$ cat src/design/assert_macros.svh
// Assertion macros used by the palette fade engine sequencer.
`ifndef ASSERT_MACROS_SVH
`define ASSERT_MACROS_SVH

// Property checked at every rising clock edge outside of reset.
`define PFE_ASSERT(lbl, prop, msg) \
    lbl: assert property (@(posedge clk) disable iff (!rst_n) prop) else $error(msg);

// Implication checked at every rising clock edge outside of reset.
`define PFE_ASSERT_IMPLY(lbl, cond, prop, msg) \
    lbl: assert property (@(posedge clk) disable iff (!rst_n) (cond) |-> (prop)) else $error(msg);

`endif

$ cat src/design/pfe_pkg.sv
`default_nettype none

package pfe_pkg;

    typedef enum logic [2:0] {
        FUNC_WR_REF  = 3'd0,
        FUNC_WR_CUR  = 3'd1,
        FUNC_RD_CUR  = 3'd2,
        FUNC_FADE_IN = 3'd3,
        FUNC_FADE_OUT = 3'd4,
        FUNC_BLANK   = 3'd5
    } func_t;

    localparam logic CFG_FADE_START  = 1'b0;
    localparam logic CFG_FADE_LENGTH = 1'b1;

    localparam logic [5:0] FADE_START_RESET  = 6'd0;
    localparam logic [6:0] FADE_LENGTH_RESET = 7'd64;

    localparam logic [15:0] STEP_HI  = 16'h0200;
    localparam logic [15:0] STEP_MID = 16'h0020;
    localparam logic [15:0] STEP_LO  = 16'h0002;
    localparam logic [15:0] MASK_LO  = 16'h000E;
    localparam logic [15:0] MASK_MID = 16'h00E0;
    localparam logic [15:0] MASK_HI  = 16'h0E00;

    typedef struct packed {
        logic        rd_en;
        logic        wr_cur_dry;
        logic        wr_cur_wet;
        logic        wr_ref_dry;
        logic        wr_ref_wet;
        logic [15:0] data_dry;
        logic [15:0] data_wet;
    } mem_cmd_t;

    typedef struct packed {
        logic [15:0] cur_dry;
        logic [15:0] cur_wet;
        logic [15:0] ref_dry;
        logic [15:0] ref_wet;
    } mem_rsp_t;

    function automatic logic [15:0] step_in(input logic [15:0] v, input logic [15:0] target);
        logic [16:0] sum_hi;
        logic [16:0] sum_mid;
        logic [16:0] sum_lo;
        logic [16:0] lim;
        logic [15:0] res;
        sum_hi  = {1'b0, v} + {1'b0, STEP_HI};
        sum_mid = {1'b0, v} + {1'b0, STEP_MID};
        sum_lo  = {1'b0, v} + {1'b0, STEP_LO};
        lim     = {1'b0, target};
        if (sum_hi <= lim)
        begin
            res = sum_hi[15:0];
        end
        else if (sum_mid <= lim)
        begin
            res = sum_mid[15:0];
        end
        else if (sum_lo <= lim)
        begin
            res = sum_lo[15:0];
        end
        else
        begin
            res = v;
        end
        return res;
    endfunction

    function automatic logic [15:0] step_out(input logic [15:0] v);
        logic [15:0] res;
        if ((v & MASK_LO) != 16'h0000)
        begin
            res = v - STEP_LO;
        end
        else if ((v & MASK_MID) != 16'h0000)
        begin
            res = v - STEP_MID;
        end
        else if ((v & MASK_HI) != 16'h0000)
        begin
            res = v - STEP_HI;
        end
        else
        begin
            res = v;
        end
        return res;
    endfunction

endpackage

`default_nettype wire

$ cat src/design/pfe_store.sv
`default_nettype none

module pfe_store
    import pfe_pkg::*;
#(
    parameter int ENTRIES = 64,
    localparam int AW = $clog2(ENTRIES)
)
(
    input  wire logic          clk,
    input  wire logic          rst_n,
    input  wire mem_cmd_t      cmd,
    input  wire logic [AW-1:0] addr,
    output mem_rsp_t           rsp
);

    logic [31:0] cur_mem [ENTRIES];
    logic [31:0] ref_mem [ENTRIES];

    logic [ENTRIES-1:0] cur_dry_vld_reg;
    logic [ENTRIES-1:0] cur_wet_vld_reg;
    logic [ENTRIES-1:0] ref_dry_vld_reg;
    logic [ENTRIES-1:0] ref_wet_vld_reg;

    logic [31:0] cur_rd_reg;
    logic [31:0] ref_rd_reg;
    logic [3:0]  rd_vld_reg;

    always_ff @(posedge clk)
    begin
        if (cmd.wr_cur_dry)
        begin
            cur_mem[addr][15:0] <= cmd.data_dry;
        end
        if (cmd.wr_cur_wet)
        begin
            cur_mem[addr][31:16] <= cmd.data_wet;
        end
        if (cmd.wr_ref_dry)
        begin
            ref_mem[addr][15:0] <= cmd.data_dry;
        end
        if (cmd.wr_ref_wet)
        begin
            ref_mem[addr][31:16] <= cmd.data_wet;
        end
        if (cmd.rd_en)
        begin
            cur_rd_reg <= cur_mem[addr];
            ref_rd_reg <= ref_mem[addr];
        end
    end

    always_ff @(posedge clk or negedge rst_n)
    begin
        if (!rst_n)
        begin
            cur_dry_vld_reg <= '0;
            cur_wet_vld_reg <= '0;
            ref_dry_vld_reg <= '0;
            ref_wet_vld_reg <= '0;
            rd_vld_reg      <= '0;
        end
        else
        begin
            if (cmd.wr_cur_dry)
            begin
                cur_dry_vld_reg[addr] <= 1'b1;
            end
            if (cmd.wr_cur_wet)
            begin
                cur_wet_vld_reg[addr] <= 1'b1;
            end
            if (cmd.wr_ref_dry)
            begin
                ref_dry_vld_reg[addr] <= 1'b1;
            end
            if (cmd.wr_ref_wet)
            begin
                ref_wet_vld_reg[addr] <= 1'b1;
            end
            if (cmd.rd_en)
            begin
                rd_vld_reg <= {cur_dry_vld_reg[addr], cur_wet_vld_reg[addr],
                               ref_dry_vld_reg[addr], ref_wet_vld_reg[addr]};
            end
        end
    end

    assign rsp.cur_dry = rd_vld_reg[3] ? cur_rd_reg[15:0]  : 16'h0000;
    assign rsp.cur_wet = rd_vld_reg[2] ? cur_rd_reg[31:16] : 16'h0000;
    assign rsp.ref_dry = rd_vld_reg[1] ? ref_rd_reg[15:0]  : 16'h0000;
    assign rsp.ref_wet = rd_vld_reg[0] ? ref_rd_reg[31:16] : 16'h0000;

endmodule

`default_nettype wire

$ cat src/design/pfe_sequencer.sv
`default_nettype none

`include "assert_macros.svh"

module pfe_sequencer
    import pfe_pkg::*;
#(
    parameter int ENTRIES = 64,
    localparam int AW = $clog2(ENTRIES),
    localparam int SW = (AW + 1 > 8) ? AW + 1 : 8
)
(
    input  wire logic          clk,
    input  wire logic          rst_n,
    input  wire logic          start,
    output logic               busy,
    input  wire logic [2:0]    func,
    input  wire logic          bank,
    input  wire logic [5:0]    entry,
    input  wire logic [15:0]   colour,
    output logic               done,
    output logic [15:0]        read_colour,
    input  wire logic          cfg_wr_en,
    input  wire logic          cfg_index,
    input  wire logic [6:0]    cfg_data,
    output mem_cmd_t           cmd,
    output logic [AW-1:0]      addr,
    input  wire mem_rsp_t      rsp
);

    typedef enum logic [2:0] {
        S_IDLE,
        S_READ_WAIT,
        S_FADE_RD,
        S_FADE_WR,
        S_BLANK
    } state_t;

    state_t      state_reg;
    logic [SW-1:0] idx_reg;
    logic        fade_in_reg;
    logic        bank_reg;
    logic        ok_reg;
    logic        done_reg;
    logic [15:0] read_colour_reg;
    logic [5:0]  fade_start_reg;
    logic [6:0]  fade_length_reg;

    logic [SW-1:0] range_sum;
    logic [SW-1:0] range_end;
    logic [SW-1:0] start_ext;
    logic [SW-1:0] idx_next;
    logic          range_empty;
    logic          entry_ok;
    logic          accept;
    logic          last_entry;

    assign start_ext   = SW'(fade_start_reg);
    assign range_sum   = start_ext + SW'(fade_length_reg);
    assign range_end   = (range_sum > SW'(ENTRIES)) ? SW'(ENTRIES) : range_sum;
    assign range_empty = !(start_ext < range_end);
    assign idx_next    = idx_reg + SW'(1);
    assign last_entry  = (idx_next == range_end);
    assign entry_ok    = (SW'(entry) < SW'(ENTRIES));
    assign accept      = start && (state_reg == S_IDLE);
    assign busy        = (state_reg != S_IDLE);
    assign done        = done_reg;
    assign read_colour = read_colour_reg;

    always_comb
    begin
        cmd  = '0;
        addr = '0;
        case (state_reg)
            S_IDLE:
            begin
                addr = AW'(entry);
                cmd.data_dry = colour;
                cmd.data_wet = colour;
                if (start)
                begin
                    case (func_t'(func))
                        FUNC_WR_REF:
                        begin
                            cmd.wr_ref_dry = entry_ok && !bank;
                            cmd.wr_ref_wet = entry_ok && bank;
                        end
                        FUNC_WR_CUR:
                        begin
                            cmd.wr_cur_dry = entry_ok && !bank;
                            cmd.wr_cur_wet = entry_ok && bank;
                        end
                        FUNC_RD_CUR:
                        begin
                            cmd.rd_en = 1'b1;
                        end
                        default:
                        begin
                        end
                    endcase
                end
            end
            S_FADE_RD:
            begin
                addr      = idx_reg[AW-1:0];
                cmd.rd_en = 1'b1;
            end
            S_FADE_WR:
            begin
                addr           = idx_reg[AW-1:0];
                cmd.wr_cur_dry = 1'b1;
                cmd.wr_cur_wet = 1'b1;
                cmd.data_dry   = fade_in_reg ? step_in(rsp.cur_dry, rsp.ref_dry)
                                             : step_out(rsp.cur_dry);
                cmd.data_wet   = fade_in_reg ? step_in(rsp.cur_wet, rsp.ref_wet)
                                             : step_out(rsp.cur_wet);
            end
            S_BLANK:
            begin
                addr           = idx_reg[AW-1:0];
                cmd.wr_cur_dry = 1'b1;
                cmd.data_dry   = 16'h0000;
            end
            default:
            begin
            end
        endcase
    end

    always_ff @(posedge clk or negedge rst_n)
    begin
        if (!rst_n)
        begin
            state_reg       <= S_IDLE;
            idx_reg         <= '0;
            fade_in_reg     <= 1'b0;
            bank_reg        <= 1'b0;
            ok_reg          <= 1'b0;
            done_reg        <= 1'b0;
            read_colour_reg <= 16'h0000;
            fade_start_reg  <= FADE_START_RESET;
            fade_length_reg <= FADE_LENGTH_RESET;
        end
        else
        begin
            done_reg <= 1'b0;
            if (cfg_wr_en)
            begin
                case (cfg_index)
                    CFG_FADE_START:  fade_start_reg  <= cfg_data[5:0];
                    CFG_FADE_LENGTH: fade_length_reg <= cfg_data;
                    default:
                    begin
                    end
                endcase
            end
            case (state_reg)
                S_IDLE:
                begin
                    if (accept)
                    begin
                        read_colour_reg <= 16'h0000;
                        bank_reg        <= bank;
                        ok_reg          <= entry_ok;
                        idx_reg         <= start_ext;
                        case (func_t'(func))
                            FUNC_RD_CUR:
                            begin
                                state_reg <= S_READ_WAIT;
                            end
                            FUNC_FADE_IN, FUNC_FADE_OUT:
                            begin
                                fade_in_reg <= (func_t'(func) == FUNC_FADE_IN);
                                if (range_empty)
                                begin
                                    done_reg <= 1'b1;
                                end
                                else
                                begin
                                    state_reg <= S_FADE_RD;
                                end
                            end
                            FUNC_BLANK:
                            begin
                                if (range_empty)
                                begin
                                    done_reg <= 1'b1;
                                end
                                else
                                begin
                                    state_reg <= S_BLANK;
                                end
                            end
                            default:
                            begin
                                done_reg <= 1'b1;
                            end
                        endcase
                    end
                end
                S_READ_WAIT:
                begin
                    done_reg <= 1'b1;
                    if (ok_reg)
                    begin
                        read_colour_reg <= bank_reg ? rsp.cur_wet : rsp.cur_dry;
                    end
                    state_reg <= S_IDLE;
                end
                S_FADE_RD:
                begin
                    state_reg <= S_FADE_WR;
                end
                S_FADE_WR:
                begin
                    idx_reg <= idx_next;
                    if (last_entry)
                    begin
                        done_reg  <= 1'b1;
                        state_reg <= S_IDLE;
                    end
                    else
                    begin
                        state_reg <= S_FADE_RD;
                    end
                end
                S_BLANK:
                begin
                    idx_reg <= idx_next;
                    if (last_entry)
                    begin
                        done_reg  <= 1'b1;
                        state_reg <= S_IDLE;
                    end
                end
                default:
                begin
                    state_reg <= S_IDLE;
                end
            endcase
        end
    end

    `PFE_ASSERT_IMPLY(a_idx_in_range, (state_reg == S_FADE_WR) || (state_reg == S_BLANK), idx_reg < range_end, "Fade index left the range.")
    `PFE_ASSERT(a_no_rd_wr_mix, !(cmd.rd_en && (cmd.wr_cur_dry || cmd.wr_cur_wet || cmd.wr_ref_dry || cmd.wr_ref_wet)), "Read and write issued together.")
    `PFE_ASSERT_IMPLY(a_read_latency, accept && (func_t'(func) == FUNC_RD_CUR), ##2 done, "Read item did not finish in two cycles.")
    `PFE_ASSERT_IMPLY(a_done_when_idle, done, state_reg == S_IDLE, "Result strobe while still busy.")

endmodule

`default_nettype wire

$ cat src/design/palette_fade_engine.sv
`default_nettype none

// Palette fade engine. An item is taken at a rising edge with start high and busy low, and
// every item gives one result: done is high for exactly one cycle and read_colour holds the
// addressed colour for a read and zero otherwise. The receiver cannot stall, so the result
// must be captured in that cycle. A reference or current write gives done in the cycle after
// it is taken; a read first passes through the read-wait state, which takes the registered
// memory word. A fade tick visits each entry of the clipped fade range with a read and then
// a write of the single-port palette memories; blackening writes one entry a cycle. An
// empty range gives done in the cycle after it is taken. busy is low again in the cycle in
// which done is high, so the next item may be taken then.
// Configuration writes are taken at any edge with cfg_wr_en high and must only be issued
// while busy is low. After reset all palette entries read as zero with no clearing pass.

module palette_fade_engine
    import pfe_pkg::*;
#(
    parameter int PALETTE_ENTRIES = 64
)
(
    input  wire logic        clk,
    input  wire logic        rst_n,
    input  wire logic        start,
    output logic             busy,
    input  wire logic [2:0]  func,
    input  wire logic        bank,
    input  wire logic [5:0]  entry,
    input  wire logic [15:0] colour,
    output logic             done,
    output logic [15:0]      read_colour,
    input  wire logic        cfg_wr_en,
    input  wire logic        cfg_index,
    input  wire logic [6:0]  cfg_data
);

    localparam int AW = $clog2(PALETTE_ENTRIES);

    mem_cmd_t      cmd;
    mem_rsp_t      rsp;
    logic [AW-1:0] addr;

    pfe_sequencer #(
        .ENTRIES (PALETTE_ENTRIES)
    ) u_seq (
        .clk         (clk),
        .rst_n       (rst_n),
        .start       (start),
        .busy        (busy),
        .func        (func),
        .bank        (bank),
        .entry       (entry),
        .colour      (colour),
        .done        (done),
        .read_colour (read_colour),
        .cfg_wr_en   (cfg_wr_en),
        .cfg_index   (cfg_index),
        .cfg_data    (cfg_data),
        .cmd         (cmd),
        .addr        (addr),
        .rsp         (rsp)
    );

    pfe_store #(
        .ENTRIES (PALETTE_ENTRIES)
    ) u_store (
        .clk   (clk),
        .rst_n (rst_n),
        .cmd   (cmd),
        .addr  (addr),
        .rsp   (rsp)
    );

endmodule

`default_nettype wire
$ cat config.mk
export PLATFORM = sky130hd
export DESIGN_NAME = palette_fade_engine
export DESIGN_NICKNAME = d
export VERILOG_FILES = /design/src/design/pfe_pkg.sv /design/src/design/pfe_store.sv /design/src/design/pfe_sequencer.sv /design/src/design/palette_fade_engine.sv
export VERILOG_INCLUDE_DIRS = /design/src /design/src/design
export SDC_FILE = /design/constraint.sdc
export NUM_CORES = 2
export LEC_CHECK = 0
export ABC_CLOCK_PERIOD_IN_PS = 30300
export BUFFER_PORTS_ARGS = -buffer_cell sky130_fd_sc_hd__buf_2
export CAP_MARGIN = 20
export CELL_PAD_IN_SITES_DETAIL_PLACEMENT = 1
export CELL_PAD_IN_SITES_GLOBAL_PLACEMENT = 1
export CORE_MARGIN = 2
export CORE_UTILIZATION = 40
export DETAILED_ROUTE_END_ITERATION = 10
export HOLD_SLACK_MARGIN = 0.08
export MAX_ROUTING_LAYER = met4
export PLACE_DENSITY = 0.6
export SLEW_MARGIN = 30
export SYNTH_ARGS = -nofsm -noshare
export SYNTH_HDL_FRONTEND = slang
export SYNTH_HIERARCHICAL = 1
export SYNTH_SLANG_ARGS = --single-unit
$ cat constraint.sdc
create_clock -name clk -period 30.3 [get_ports clk]
set_clock_uncertainty 0.15 [all_clocks]
set_input_delay 4.545 -clock clk [delete_from_list [all_inputs] [get_ports clk]]
set_output_delay 4.545 -clock clk [all_outputs]
set_load 0.005 [all_outputs]
======== Word-level counts from Yosys, hierarchy flattened ========
Memory sizes are Yosys's and may differ from the RTL's. A register that Yosys moved wholly into a read port is not among the register bits.
Index checks and enable logic that the tools add are counted.
Widths: inputs -> output; s select.
storage, ports and cells
  output and inout port bits .............. 18
  register bits after elaboration ......... 304
  bits of input ports ..................... 38
  memories kept ........................... 2
  RAM bits ................................ 4096
  logic and storage cells ................. 152
cells by class
  reductions and logical operators ........ 25
  $add $sub $neg .......................... 14
  order comparisons ....................... 10
  equal/unequal tests ..................... 16
  bitwise gates (word level) .............. 5
  multiplexer cells ....................... 66
memories
  memory           depth  bits a word  rd ports  clocked after memory_dff  wr ports  line             text
  u_store.cur_mem  64     32           1         1                         1         pfe_store.sv:17  logic [31:0] cur_mem [ENTRIES];
  u_store.ref_mem  64     32           1         1                         1         pfe_store.sv:18  logic [31:0] ref_mem [ENTRIES];
operators with widths
  kind                    number
  $mux 16                 21
  $or 64x64->64           4
  $le 17x16->1            6
  $pmux 16 s2             3
  $reduce_bool 16->1      6
  $add 16x10->17 const B  2
  $add 16x2->17 const B   2
  $add 16x6->17 const B   2
  $sub 16x10->16 const B  2
  $sub 16x2->16 const B   2
  $sub 16x6->16 const B   2
  $bmux 1 s6              4
  $mux 1                  17
  $mux 8                  2
  $pmux 8 s2              1
  $eq 3x2->1 const B      4
  $mux 3                  4
  $pmux 3 s4              1
  $pmux 6 s2              1
  $eq 3x3->1 const B      3
  $pmux 3 s3              1
  $add 6x7->8             1
  $add 8x1->8 const B     1
  $eq 8x8->1              1
  other kinds (24)        43

======== Longest topological paths before layout ========
  depth in word-level cells ............... 8
  depth in mapped cells ................... 19
  gate-level depth less buffers ........... 18

======== By module ========
Netlist, hierarchy kept.
modules (own cells, without submodules)
  module         times used  area each (um2)  cells an instance  seq. area each (um2)
  pfe_store      1           169696.5         9207               131426.0
  pfe_sequencer  1           8346.8           1113               1102.3

======== Worst setup path after synthesis ========
Ideal clock, no wire load.
  path type ............................... flip-flop to flip-flop
  start point ............................. reg u_store.rd_vld_reg[3]
  end point ............................... mem u_store.cur_mem[0][14], data pin
  path slack .............................. 17879 ps
  required time ........................... 28560 ps
  cell stages (with the launch flop) ...... 19
  path buffers ............................ 2
  library setup time ...................... 1590 ps
  data arrival time ....................... 10680 ps
  period minus slack after synthesis ...... 12421 ps
  cell sequence ........................... dfrtp_1 -> clkbuf_1 -> and2_1 -> buf_2 -> and4_1 -> nand2_1 -> nor3_1 -> nand3_1 -> xnor2_1 -> ha_1 -> o21ai_0 -> nor2_1 -> nor3_1 -> nor2_1 -> o41a_1 -> o31ai_2 -> nand2_1 -> and4b_1 -> o41ai_1
RTL lines
  what                    line             text
  start, declared         pfe_store.sv:27  logic [3:0] rd_vld_reg;
  start signal, assigned  pfe_store.sv:84  rd_vld_reg <= {cur_dry_vld_reg[addr], cur_wet_vld_reg[addr],
  end, declared           pfe_store.sv:17

======== Final worst setup path ========
  start point ............................. in entry[0]
  end point ............................... reg u_store.cur_rd_reg[1], read port of u_store.cur_mem, data pin
on the way
  longest elaborated chain between the ends .. 1
ends and longest elaborated chain
  what             line                       text
  start, declared  palette_fade_engine.sv:27  input wire logic [5:0] entry,
  $pmux 6 s2       pfe_sequencer.sv:74        case (state_reg)
  net addr[0]      palette_fade_engine.sv:40  logic [AW-1:0] addr;
  end, declared    pfe_store.sv:25            logic [31:0] cur_rd_reg;
The timed path passes the listed nets, and every way through them passes these cells.
A chain may end at the register's enable or synchronous reset.

==> results.md <==
Finish:
- For this run, the number of standard cells in the final layout without fillers is between 15000 and 20000.
- After routing the design area is 203000 µm².
- The number of filler instances in the final layout is approximately 42000.
- The largest registers in the layout are u_store/cur_mem: 2048 flops, u_store/ref_mem: 2048 flops.
- From synthesis to final layout, the design area changed by 14.0%.
- Cells fill 45.7% of the core in the end.
- The share of final-layout standard cells stronger than drive strength 1 is a little over a fifth.
- The footprint of the flip-flops and latches is ~130000 µm².
- The multi-input combinational cells in the finished layout cover a total of between 40000 and 50000 µm².
- In the final design database the tool counted approximately 11000 nets.

Timing:
- The final period demand of the worst path is 10.01 ns.
- The final cycle utilization of the critical path is between 30% and 40%.
- Across all setup checks in the final design, the least slack found is just over 20 ns.
- The peak clock frequency supported by timing is 99.9 MHz.
- Setup violations remaining at the end of the flow were counted as 0.
- Headroom to the max-slew limit came out at 23.4%.
- The final count of hold timing violations is 0.
- On the final layout, the worst hold slack is around 0.31 ns.
- The max-slew violation total from the final report is 0.
- The setup total negative slack is 0 ns.
- Setup repair after global routing left no endpoint under its margin.
- The slew at the pin closest to its max-slew limit is 1.14 ns.

Synth:
- The commonest cells after synthesis are sky130_fd_sc_hd__edfxtp_1, sky130_fd_sc_hd__nor2_1, sky130_fd_sc_hd__a221oi_1.
- The cell area that synthesis handed to floorplanning was between 150000 and 200000 µm².
- The flip-flop and latch count after synthesis is ~4500.
- By instance count, the leading cell after synthesis is sky130_fd_sc_hd__edfxtp_1.
- Ranked by total cell area, the synthesized netlist is headed by sky130_fd_sc_hd__edfxtp_1, sky130_fd_sc_hd__mux4_2, sky130_fd_sc_hd__dfrtp_1.
- The number of nets handed over by synthesis was about 10000.
- Dividing the synthesized area by the synthesized cell count gives roughly 17 µm².
- The most used flip-flop cell after synthesis is sky130_fd_sc_hd__edfxtp_1.
- The area share of the largest cell type after synthesis is ~70%.
- The share of flip-flops with an asynchronous set or reset after synthesis is under 10%.
- The Yosys step of the flow raised 6 warnings.
- The number of synthesized flops with an enable pin is between 4000 and 5000.
- The cell taking the most area after synthesis is sky130_fd_sc_hd__edfxtp_1.
- The share of the yosys chip area belonging to registers is ~74%.
- The synthesized netlist contains ~110 unique library cells.
- The count of mapped cells out of synthesis is approximately 10000.

Pwr:
- The fraction of power consumed by sequential logic is approximately a third.
- In this run the power spent charging and discharging nets is roughly 10 mW.
- The power after layout is around 24 mW.
- The leakage dissipation is a little under 70 nW.
- Combinational cells account for between 40% and 50% of the total power.
- The internal power of the cells is 14.0 mW.
- The switching share of power is between 40% and 50%.
- The peak supply drop is 0.000183 V.
- Per report_power, the clock group accounts for 23.9% of the total.
- For this design the ratio of total power to cell area is around 120 nW/µm².

CTS:
- The clock buffer count from CTS is between 400 and 500.
- The clock net in this run drives a total of 4464 sinks.
- Counting along the longest clock path gives a buffer depth of 4.
- The post-cts resize count is 0.
- The clock latency at the later pin of the worst-skew pair is 1.06 ns.
- The cell sitting at the root of the clock tree is a sky130_fd_sc_hd__clkbuf_16.
- The TritonCTS clock tree is done.
- CTS built an H-tree with a depth of 5.
- Buffers added to address setup during post-CTS repair amount to 0.
- The quantity of hold-fixing buffers added after cts is 0.
- The CTS clock-pin slew for the worst setup and hold paths is ~0.060 ns.

Floorplanning:
- The die is roughly 670 µm wide.
- The floorplan step defined a die boundary enclosing between 400000 and 500000 µm².
- The initial cell density of the core is approximately two fifths.
- The area of the placeable core is about 440000 µm².
- The boundary pin count is 56.
- The number of placement rows is about 250.
- In this run the vertical extent of the chip is around 670 µm.

Flow run:
- Across the run, the number of max-cap violations was 0.

Place:
- The post-place instance area is ~190000 µm².
- Summed over all nets, the half-perimeter wirelength after detailed placement is ~380 mm.
- Routability-driven placement finished with a final weighted congestion of 0.878.
- The number of I/O port buffers is 55.
- Before CTS, the worst setup slack after placement is 19.37 ns.
- The number of placed instances with taps included is roughly 16000.

Global routing:
- The largest net degree at the start of global routing is approximately 130.
- For this run the aggregate overflow at the end of global routing stands at 0.
- Global routing consumed, over all layers together, 28.9% of the routing resources.
- The number of global-route vias before repair is approximately 110k.
- The number of antenna violations at the first check in global routing is 70.
- The first global-routing pass estimated around 900 mm of wire.

Routing:
- In the final routed layout, each cell accounts on average for ~38 µm.
- The count of nets left with antenna violations once routing finished came out at 0.
- The post-route DRC violation count is 0.
- The starting DRC count in detailed routing is ~17000.
- After detailed routing, the number of vias per cell comes to 6.34.
- The detailed-route via count is roughly 110k.
- The number of optimization iterations in the first detailed-route pass is 5.
- Summed over all layers, the routed wires come to between 600 and 700 mm.

Setup path:
- The critical path endpoint category is a register.
- STA puts the critical path data required time at just over 30 ns.
- The element type at the critical path start is an input port.
- At the worst endpoint, the arrival time is 10.58 ns.
- Along the worst path, the maximum fanout reaches 46.
- The critical path is of the in2reg type.

Outcome:
- The run finished with clean final reports.

Worst hold path:
- The class of the tightest hold or removal check is reg2reg.
power by group through the flow:
| stage | sequential, mW | combinational (mW) | clock [mW] |
|---|---|---|---|
| floorplan | 8.29 | 5.46 | 0 |
| global placement | 8.21 | 9.76 | 0 |
| detailed placement | 8.22 | 9.98 | 0 |
| CTS | 8.09 | 10.0 | 5.79 |
| global route | 8.11 | 10.5 | 6.02 |
| finish | 8.11 | 10.2 | 5.73 |
final timing paths:
path	start	to	slack, ns	cells after the start
worst max-delay path	entry[0]	u_store/cur_rd_reg[1]	20.29	13
worst min-delay path	u_store/cur_dry_vld_reg[28]	u_store/cur_dry_vld_reg[28]	0.31	1
worst max register to register	u_store/rd_vld_reg[2]	u_store/ref_mem[17][30]	22.39	18
worst min register to register	u_store/cur_dry_vld_reg[28]	u_store/cur_dry_vld_reg[28]	0.31	1
max in group asynchronous	rst_n	u_store/ref_wet_vld_reg[47]	24.57	3
min in group asynchronous	rst_n	u_store/ref_wet_vld_reg[54]	3.31	1
worst max-delay path, cell delays in order:
cell	delay [ns]
sky130_fd_sc_hd__buf_2	0.08
sky130_fd_sc_hd__a22oi_1	0.10
sky130_fd_sc_hd__o21ai_4	0.33
sky130_fd_sc_hd__buf_4	0.55
sky130_fd_sc_hd__buf_4	0.61
sky130_fd_sc_hd__buf_4	0.67
sky130_fd_sc_hd__buf_4	0.66
sky130_fd_sc_hd__buf_4	0.78
sky130_fd_sc_hd__buf_4	0.62
sky130_fd_sc_hd__mux4_2	0.57
sky130_fd_sc_hd__mux2i_1	0.18
sky130_fd_sc_hd__o21ai_0	0.15
sky130_fd_sc_hd__or4_1	0.55
layout by cell type, fill, tap and decap left out, drive strengths merged, types with 33 or more instances in the layout:
cell type,n
mux2i,490
mux2,302
nand3,62
bufinv,45
a31oi,48
diode,90
nand4,50
o211ai,33
a21oi,240
nand2,383
mux4,342
o22ai,216
or2,268
inv,92
nor2,606
and2,79
a221oi,572
o21ai,290
clkinv,160
a211oi,33
buf,540
o221ai,46
a22o,77
xor2,33
a22oi,261
clkbuf,629
xnor2,51
edfxtp,4160
a221o,67
nor3,41
dfrtp,303
ha,118
per-layer routing:
layer / GRT usage, % / vias up / share of wire [%]
met1: 39.2 / 58500 / 40
met4: 9.15 / 0 / 3.6
met2: 44.7 / 6163 / 47
li1: - / 42500 / -
met3: 4.74 / 981 / 9.4
met5: - / - / 0
logic make-up (layout without fill, tap and decap cells):
group	after synthesis	in the layout	synth area share (%)
and+or+nand+nor	1658	1658	4.47
DFF	4464	4464	74.4
buffers and inverters	770	1475	2.18
other	0	90	0
AOI/OAI and AO/OA	2091	2091	8.66
adders and majority gates	119	119	0.840
muxes	1134	1134	9.00
xor gates and xnor gates	84	84	0.413
layout make-up:
type	instances	share of cell area, %
clock inverters	226	1.25
inverters	80	0.159
well taps	5928	3.65
flip-flops and latches	4464	65.3
repair buffers	540	2.15
multi-input cells	5086	21.2
diodes	90	0.111
clock buffers	629	6.21
Power figures use the tool's default switching activity.
